File: src/rtl/core/tsq_pkg.sv
// Shared types and constants for the transmit slot queue.
// Holds the item, result and slot payload structs, slot and controller codes.
// No dependencies.
package tsq_pkg;

    // Command codes
    localparam logic CMD_ENQUEUE = 1'b0;
    localparam logic CMD_SERVICE = 1'b1;

    // Status frame contents
    localparam logic [7:0] STATUS_LEN_CODE = 8'h85;
    localparam logic [7:0] STATUS_OPCODE   = 8'h01;

    // High-water mark saturates here
    localparam int MARK_W = 4;
    localparam logic [MARK_W-1:0] MARK_MAX = 4'd15;

    typedef enum logic [1:0] {
        SLOT_FREE    = 2'd0,
        SLOT_OPEN    = 2'd1,
        SLOT_PENDING = 2'd2
    } slot_state_t;

    typedef enum logic [1:0] {
        CTL_IDLE = 2'd0,
        CTL_EXEC = 2'd1,
        CTL_RESP = 2'd2
    } ctl_state_t;

    typedef struct packed {
        logic        cmd;
        logic [31:0] frame_id;
        logic [7:0]  length_code;
        logic [63:0] frame_data;
        logic [2:0]  client_count;
        logic        all_ready;
        logic [7:0]  other_high_water;
    } in_item_t;

    typedef struct packed {
        logic              accepted;
        logic              overflow;
        logic              sent;
        logic [31:0]       out_id;
        logic [7:0]        out_length_code;
        logic [63:0]       out_data;
        logic [MARK_W-1:0] high_water;
    } out_item_t;

    typedef struct packed {
        logic [31:0] id;
        logic [7:0]  length_code;
        logic [63:0] data;
    } slot_entry_t;

    // Controller to datapath commands
    typedef struct packed {
        logic capture;
        logic execute;
        logic respond;
    } ctl_cmd_t;

endpackage

File: src/rtl/core/tsq_ctrl.sv
// Controller for the transmit slot queue: accept, execute, respond sequence.
// Depends on tsq_pkg for the state enum and command struct.
module tsq_ctrl (
    input  logic              clk,
    input  logic              rst_n,
    input  logic              start,
    output logic              busy,
    output logic              done,
    output tsq_pkg::ctl_cmd_t cmd
);
    import tsq_pkg::*;

    ctl_state_t state_reg;
    ctl_state_t state_next;

    always_ff @(posedge clk or negedge rst_n)
    begin
        if (!rst_n)
        begin
            state_reg <= CTL_IDLE;
        end
        else
        begin
            state_reg <= state_next;
        end
    end

    always_comb
    begin
        state_next  = state_reg;
        busy        = 1'b0;
        done        = 1'b0;
        cmd.capture = 1'b0;
        cmd.execute = 1'b0;
        cmd.respond = 1'b0;
        case (state_reg)
            CTL_IDLE:
            begin
                cmd.capture = start;
                if (start)
                begin
                    state_next = CTL_EXEC;
                end
            end
            CTL_EXEC:
            begin
                busy        = 1'b1;
                cmd.execute = 1'b1;
                state_next  = CTL_RESP;
            end
            CTL_RESP:
            begin
                // the result goes out while the next transfer may be taken
                done        = 1'b1;
                cmd.respond = 1'b1;
                cmd.capture = start;
                state_next  = start ? CTL_EXEC : CTL_IDLE;
            end
            default:
            begin
                state_next = CTL_IDLE;
            end
        endcase
    end

    assert property (@(posedge clk) disable iff (!rst_n) busy |=> done)
        else $error("execute cycle not followed by result strobe");
    assert property (@(posedge clk) disable iff (!rst_n) (start && !busy) |=> busy)
        else $error("accepted transfer did not start execution");

endmodule

File: src/rtl/core/tsq_dpath.sv
// Datapath for the transmit slot queue: slot states, payload memory, marks.
// Depends on tsq_pkg for types and constants; driven by tsq_ctrl commands.
module tsq_dpath #(
    parameter int QUEUE_DEPTH = 8
) (
    input  logic               clk,
    input  logic               rst_n,
    input  tsq_pkg::ctl_cmd_t  cmd,
    input  tsq_pkg::in_item_t  item,
    output tsq_pkg::out_item_t result
);
    import tsq_pkg::*;

    localparam int SLOT_W = $clog2(QUEUE_DEPTH);
    localparam int CAND_W = SLOT_W + 1;
    localparam int CMP_W  = (CAND_W > MARK_W) ? CAND_W : MARK_W;

    in_item_t          item_reg;
    slot_state_t       status_reg  [QUEUE_DEPTH];
    slot_state_t       status_next [QUEUE_DEPTH];
    logic [2:0]        known_reg;
    logic [MARK_W-1:0] mark_reg;
    logic [MARK_W-1:0] mark_next;
    logic              acc_reg;
    logic              ovf_reg;
    logic              sent_reg;
    slot_entry_t       rd_reg;
    slot_entry_t       payload_mem [QUEUE_DEPTH];

    logic              is_service;
    logic              status_due;
    logic              free_found;
    logic [SLOT_W-1:0] free_idx;
    logic              ins_en;
    logic [CAND_W-1:0] mark_cand;
    logic [CMP_W-1:0]  mark_cmp;
    logic [MARK_W-1:0] mark_sat;
    logic              pick_found;
    logic [SLOT_W-1:0] pick_idx;
    logic              take;
    slot_entry_t       wr_entry;
    logic [63:0]       status_data;

    always_ff @(posedge clk)
    begin
        if (cmd.capture)
        begin
            item_reg <= item;
        end
    end

    always_comb
    begin
        is_service = (item_reg.cmd == CMD_SERVICE);
        status_due = is_service && (item_reg.client_count != known_reg);

        // lowest free slot
        free_found = 1'b0;
        free_idx   = '0;
        for (int k = QUEUE_DEPTH - 1; k >= 0; k--)
        begin
            if (status_reg[k] == SLOT_FREE)
            begin
                free_found = 1'b1;
                free_idx   = SLOT_W'(k);
            end
        end
        ins_en = free_found && (!is_service || status_due);

        mark_cand = {1'b0, free_idx} + CAND_W'(1);
        mark_cmp  = CMP_W'(mark_cand);
        mark_sat  = (mark_cmp > CMP_W'(MARK_MAX)) ? MARK_MAX : mark_cmp[MARK_W-1:0];
        mark_next = (ins_en && (mark_sat > mark_reg)) ? mark_sat : mark_reg;

        // lowest open slot, counting a status frame queued this step
        pick_found = 1'b0;
        pick_idx   = '0;
        for (int k = QUEUE_DEPTH - 1; k >= 0; k--)
        begin
            if ((status_reg[k] == SLOT_OPEN) || (ins_en && (free_idx == SLOT_W'(k))))
            begin
                pick_found = 1'b1;
                pick_idx   = SLOT_W'(k);
            end
        end
        take = is_service && pick_found && ((item_reg.client_count == 3'd0) || item_reg.all_ready);

        for (int k = 0; k < QUEUE_DEPTH; k++)
        begin
            status_next[k] = status_reg[k];
            if (is_service && (status_reg[k] == SLOT_PENDING))
            begin
                status_next[k] = SLOT_FREE;
            end
            if (ins_en && (free_idx == SLOT_W'(k)))
            begin
                status_next[k] = SLOT_OPEN;
            end
            if (take && (pick_idx == SLOT_W'(k)))
            begin
                status_next[k] = SLOT_PENDING;
            end
        end

        status_data = {24'h0, {(8 - MARK_W){1'b0}}, mark_reg, item_reg.other_high_water,
                       5'h0, item_reg.client_count, 8'h00, STATUS_OPCODE};
        if (is_service)
        begin
            wr_entry.id          = 32'h0;
            wr_entry.length_code = STATUS_LEN_CODE;
            wr_entry.data        = status_data;
        end
        else
        begin
            wr_entry.id          = item_reg.frame_id;
            wr_entry.length_code = item_reg.length_code;
            wr_entry.data        = item_reg.frame_data;
        end
    end

    always_ff @(posedge clk or negedge rst_n)
    begin
        if (!rst_n)
        begin
            for (int k = 0; k < QUEUE_DEPTH; k++)
            begin
                status_reg[k] <= SLOT_FREE;
            end
            known_reg <= '0;
            mark_reg  <= '0;
        end
        else if (cmd.execute)
        begin
            status_reg <= status_next;
            mark_reg   <= mark_next;
            if (is_service)
            begin
                known_reg <= item_reg.client_count;
            end
        end
    end

    always_ff @(posedge clk)
    begin
        if (cmd.execute)
        begin
            acc_reg  <= !is_service && free_found;
            ovf_reg  <= !free_found && (!is_service || status_due);
            sent_reg <= take && (item_reg.client_count != 3'd0);
        end
    end

    // payload memory, write-first on a same-slot read
    always_ff @(posedge clk)
    begin
        if (cmd.execute)
        begin
            if (ins_en)
            begin
                payload_mem[free_idx] <= wr_entry;
            end
            rd_reg <= (ins_en && (free_idx == pick_idx)) ? wr_entry : payload_mem[pick_idx];
        end
    end

    always_comb
    begin
        result.accepted        = acc_reg;
        result.overflow        = ovf_reg;
        result.sent            = sent_reg;
        result.out_id          = sent_reg ? rd_reg.id : 32'h0;
        result.out_length_code = sent_reg ? rd_reg.length_code : 8'h0;
        result.out_data        = sent_reg ? rd_reg.data : 64'h0;
        result.high_water      = mark_reg;
    end

    assert property (@(posedge clk) disable iff (!rst_n) mark_reg >= $past(mark_reg))
        else $error("high-water mark decreased");
    assert property (@(posedge clk) disable iff (!rst_n)
        (cmd.respond && sent_reg) |-> (item_reg.cmd == CMD_SERVICE))
        else $error("frame sent on an enqueue");
    assert property (@(posedge clk) disable iff (!rst_n)
        cmd.respond |-> !(acc_reg && ovf_reg))
        else $error("accepted and overflow both set");

endmodule

File: src/rtl/core/tx_slot_queue_broadcast.sv
// Transmit slot queue with broadcast: top level joining controller and datapath.
// The result strobe comes in the respond state, after the execute state, which does the slot scan
// plus payload memory write and registered read; a new item is taken while the result is out.
// The receiver cannot stall; done marks each result for one cycle.
// Reset clears all slots to free, the known client count and the high-water mark.
module tx_slot_queue_broadcast #(
    parameter int QUEUE_DEPTH = 8
) (
    input  logic               clk,
    input  logic               rst_n,
    input  logic               start,
    output logic               busy,
    input  tsq_pkg::in_item_t  item,
    output logic               done,
    output tsq_pkg::out_item_t result
);
    import tsq_pkg::*;

    ctl_cmd_t ctl_cmd;

    tsq_ctrl u_ctrl (
        .clk   (clk),
        .rst_n (rst_n),
        .start (start),
        .busy  (busy),
        .done  (done),
        .cmd   (ctl_cmd)
    );

    tsq_dpath #(
        .QUEUE_DEPTH (QUEUE_DEPTH)
    ) u_dpath (
        .clk    (clk),
        .rst_n  (rst_n),
        .cmd    (ctl_cmd),
        .item   (item),
        .result (result)
    );

endmodule
File: config.mk
export PLATFORM = sky130hd
export DESIGN_NAME = tx_slot_queue_broadcast
export DESIGN_NICKNAME = d
export VERILOG_FILES = /design/src/rtl/core/tsq_pkg.sv /design/src/rtl/core/tsq_ctrl.sv /design/src/rtl/core/tsq_dpath.sv /design/src/rtl/core/tx_slot_queue_broadcast.sv
export SDC_FILE = /design/constraint.sdc
export NUM_CORES = 1
export LEC_CHECK = 0
export ABC_AREA = 0
export BUFFER_PORTS_ARGS = -buffer_cell sky130_fd_sc_hd__buf_2
export CAP_MARGIN = 20
export CORE_ASPECT_RATIO = 0.8
export CORE_MARGIN = 1.5
export CORE_UTILIZATION = 50
export CTS_CLUSTER_SIZE = 10
export DETAILED_ROUTE_END_ITERATION = 8
export HOLD_SLACK_MARGIN = 0.06
export PLACE_DENSITY = 0.67
export SYNTH_ARGS = -nofsm -noshare
export SYNTH_HDL_FRONTEND = slang
export SYNTH_HIERARCHICAL = 1
export SYNTH_SLANG_ARGS = --single-unit
File: constraint.sdc
create_clock -name clk -period 8.8 [get_ports clk]
set_clock_uncertainty 0.05 [all_clocks]
set_input_delay 0.44 -clock clk [delete_from_list [all_inputs] [get_ports clk]]
set_output_delay 0.44 -clock clk [all_outputs]
set_load 0.05 [all_outputs]
* Word level (Yosys, flattened, before mapping)
Memory sizes are Yosys's and may differ from the RTL's. A register that Yosys moved wholly into a read port is not among the register bits. Cells that the tools add are included.
Cells by class: add/sub/neg operators 1, mux-type cells 70, order comparisons 2, equal/unequal tests 34, reduce and logical (&&, ||, !) cells 76
Operator list (count):
- 2-to-1 mux 104 bit | 1
- 2-to-1 mux 64 bit | 1
- 2-to-1 mux 2 bit | 25
- 2-to-1 mux 3 bit | 16
- logical AND 1 bit | 32
- 2-to-1 mux 32 bit | 1
- nonzero test 3 bit | 9
- equality test 3 bit (second input constant) | 8
- 2-to-1 mux 1 bit | 23
- AND reduction 2 bit | 10
- equality test 2 x 1 -> 1 bit (second input constant) | 9
- equality test 2 bit (second input constant) | 9
- zero test 2 bit | 9
- equality test 3 x 2 -> 1 bit (second input constant) | 4
- logical OR 1 bit | 10
- zero test 3 bit | 3
- 2-to-1 mux 8 bit | 1
- equality test 3 x 1 -> 1 bit (second input constant) | 2
- case mux 2 bit (3 select lines) | 1
- adder 3 x 1 -> 4 bit (second input constant) | 1
- greater-than comparator 4 bit | 1
- greater-than comparator 4 bit (second input constant) | 1
- 2-to-1 mux 4 bit | 1
- inequality test 3 bit | 1
- other kinds (3) | 4
Storage, ports and cells: memories kept 1, bits in writable memories 832, register bits after elaboration 145, logic and storage cells 205, bits of input ports 120
Memory list:
- u_dpath.payload_mem | depth 8, width 104, read ports 1, clocked after Yosys merged registers in 1, write ports 1, line tsq_dpath.sv:28 | slot_entry_t payload_mem [QUEUE_DEPTH];

* Logic depth before layout (Yosys ltp)
depth after elaboration 25, depth in mapped cells 21

* Hierarchy
The synthesis kept the hierarchy.
By module, submodules not included:
- tsq_dpath | cells an instance 2677, area an instance 43875.8 µm², sequential area each 32286.0 µm², times used 1
- tsq_ctrl | cells an instance 9, area an instance 97.6 µm², sequential area each 50.0 µm², times used 1

* Worst setup path after synthesis
Ideal clock, no wire load.
path kind reg2reg, from reg u_ctrl.state_reg[1], to mem u_dpath/payload_mem[2][0] (netlist name), enable pin, data arrival time 6.718 ns, data required time 8.182 ns, slack 1.464 ns, path buffers 1, cell stages (with the launch flop) 7, cell sequence dfrtp_1 and2b_1 buf_4 inv_1 nor3_1 nand3_1 nor2_1
Between the ends: cells in the longest elaborated chain, start to end 4
Ends and longest elaborated chain:
- start, declared | line tsq_ctrl.sv:13 | ctl_state_t state_reg;
- start signal, assigned | line tsq_ctrl.sv:24 | state_reg <= state_next;
- equality test 2 x 1 -> 1 bit
- 2-to-1 mux 1 bit
- named net busy | line tx_slot_queue_broadcast.sv:12 | output logic busy,
- 2-to-1 mux 1 bit | line tsq_dpath.sv:156 | if (cmd.execute)
- 2-to-1 mux 1 bit (implied by the code) | line tsq_dpath.sv:160 | payload_mem[free_idx] <= wr_entry;
- end, declared | line tsq_dpath.sv:28
The timed path passes the listed nets, and every way through them passes these cells.

* Worst setup path in the final report
from reg u_dpath/status_reg[2] (netlist name), to reg, netlist name u_dpath/rd_reg[28]
Between the ends: cells in the longest elaborated chain, start to end 19, elaborated cells between the ends (all ways) 49, classes of those cells 8 x eq/ne; 22 x mux; 19 x reduce/logical
Ends and longest elaborated chain:
- start, declared | line tsq_dpath.sv:19 | slot_state_t status_reg [QUEUE_DEPTH];
- start signal, assigned | line tsq_dpath.sv:134 | status_reg <= status_next;
- zero test 2 bit | line tsq_dpath.sv:62 | if (status_reg[k] == SLOT_FREE)
- 2-to-1 mux 3 bit or 2-to-1 mux 1 bit (tied branches) (7 in a row) | line tsq_dpath.sv:62
- equality test 3 bit or logical AND 1 bit (tied branches) | line tsq_dpath.sv:80, tsq_dpath.sv:68
- logical AND 1 bit | line tsq_dpath.sv:80 | if ((status_reg[k] == SLOT_OPEN) || (ins_en && (free_idx == SLOT_W'(k))))
- logical OR 1 bit | line tsq_dpath.sv:80
- 2-to-1 mux 3 bit (7 in a row) | line tsq_dpath.sv:80
- 2-to-1 mux 3 bit (*) | line tsq_dpath.sv:80
Mark *: on every way between the ends. The rest lies on a longest branch, timed or not. A chain may end at the register's enable or synchronous reset.

==> metrics.csv <==
metric,value,unit
grt_usage,0.235,
overflow,0,
rsz0062_at_grt,false,
layout-drive-gt1-share,0.205,
met1_usage,0.331,
place.gp.congestion,0.826,
post-cts-setup-buffers,0,
grt_use_met2,0.377,
grt_max_degree,209,
drtIter0Drc,2285,
syn_avg_cell_area,16.4,µm²
clock-sinks,1081,
criticalPathCategory,register to register,
ant_nets,0,
grt_pass1_wl,158000,µm
drv_cap,0,
critPathCaptureType,register,
cts_root_buffer,clkbuf_16,
post_drt_wl_per_cell,25.2,µm
num_rows,97,
clk_latency,0.70,ns
drc,0,
worst_pin_slew,1.15,ns
synth_nets,2815,
routed-via-count,25000,
power_density,357,nW/µm²
relSlewSlack,0.234,
nets,3163,
power,18100,µW
fin_tns_setup,0,ns
peakVddDrop,0.567,mV
p_leak,0.0182,µW
status,completed,
grt.busiest_layer,met2,
holdWs,0.282,ns
num-fill-cells,6523,
drt_pass1_iterations,5,
antenna_found_initial,3,
max_clock_freq,160,MHz
syn_area,44000,µm²
cts_tree,built,
critPathArrivalTime,6.73,ns
crit_required,9.29,ns
post_drt_via_cell_ratio,5.93,
clock_path_buffers,3,
die_width,335,µm
die_height,268,µm
worst_setup_path_start_kind,register,
totalWireLength,106000,µm
period_share,0.710,
postSynthCellCount,2685,
finalCriticalPeriod,6.25,ns
final_max_slew_viol_count,0,
place_hpwl,52900,µm
areaGrowthSynthToFinish,15.4,%
cts_buffers,120,
setup_viol,0,
coreArea,87300,µm²
dp_cells,3930,
initial_utilization,0.504,
fin_cells,4220,
grt_pass1_vias,25600,
io_pins,233,
die_area,89700,µm²
hold_class,input port to async pin,
yosys_warnings,6,
hold_viol,0,
path_clk_slew,0.06,ns
crit_fanout,41,
largest_reg_flops,832,
io_buffers,232,
cts_max_level,3,
use_met3,0.0365,
[what timing repair did]
action	in CTS	in global routing
hold buffers	119	0
endpoints found under the setup margin	0	0
resized for setup	0	0
endpoints found under the hold margin	143	0
[area by class of cell]
cell class	instances	area (µm²)	share of cell area
diodes	1	2.50	0.0000493
clock buffers	157	3160	0.0624
clock inverters	13	175	0.00345
inverters	222	833	0.0164
multi-input cells	1222	10100	0.199
flip-flops and latches	1081	32300	0.638
well taps	1138	1420	0.0281
repair buffers	386	2680	0.0528
[per-stage QoR]
| step | area, µm² | util | setup slack, ns |
|---|---|---|---|
| after floorplan | 44000 | - | 1.46 |
| after global placement | 46200 | 0.529 | 2.72 |
| after detailed placement | 46200 | 0.529 | 2.60 |
| after CTS | 50700 | 0.581 | 2.56 |
| after global routing | 50700 | 0.581 | 2.13 |
| final | 50700 | 0.581 | 2.55 |
[metal layers]
layer	vias up	wire, µm
met3	165	6720
met4	0	2650
met1	12900	46600
met5	-	0
li1	11100	-
met2	915	50400
[worst paths after layout]
path	depth (start not counted)	slack [ns]	from	end
worst max register to register	16	2.55	u_dpath/status_reg[2]$_DFFE_PN0P_	u_dpath/rd_reg[28]$_DFFE_PP_
worst min-delay path	2	0.28	rst_n	u_dpath/status_reg[6]$_DFFE_PN0P_
max in group asynchronous	2	7.94	rst_n	u_dpath/mark_reg[1]$_DFFE_PN0P_
worst min register to register	1	0.40	u_ctrl/state_reg[1]$_DFFE_PN0P_	u_ctrl/state_reg[1]$_DFFE_PN0P_
worst max-delay path	16	2.55	u_dpath/status_reg[2]$_DFFE_PN0P_	u_dpath/rd_reg[28]$_DFFE_PP_
min in group clk	2	0.40	item[89]	u_dpath/item_reg[89]$_DFFE_PP_
[report_power, final]
| group | leakage [µW] | switching [µW] | internal, µW |
|---|---|---|---|
| Combinational | 0.00654 | 4210 | 2580 |
| Clock | 0.00161 | 1890 | 2510 |
| Sequential | 0.0101 | 233 | 6660 |
| Total | 0.0182 | 6340 | 11700 |
[placed cells by master (no fill, tap or decap), drive strengths merged, types with 17 or more instances in the layout]
master,count
a221o,19
a221oi,293
a2bb2oi,19
and2,190
buf,267
clkbuf,157
dfrtp,25
dlygate4sd3,119
edfxtp,1056
inv,225
mux2,227
nand2,44
nor2,128
nor2b,94
o21ai,17
o22a,89
[worst max-delay path, stage by stage, from the launching register on]
cell and delay, ns:
dfrtp_1 0.45, nor2_1 0.14, o32a_1 0.17, o22ai_1 0.08, a21oi_1 0.22, or2_2 0.40
inv_1 0.35, ha_1 0.38, or2_2 0.31, a311oi_1 0.32, a21bo_2 0.29, a21oi_4 0.84
xnor2_1 0.22, nor4_4 0.26, nand2b_4 0.68, buf_4 0.61, a2bb2oi_1 0.26
(Power assumes the default switching activity.)
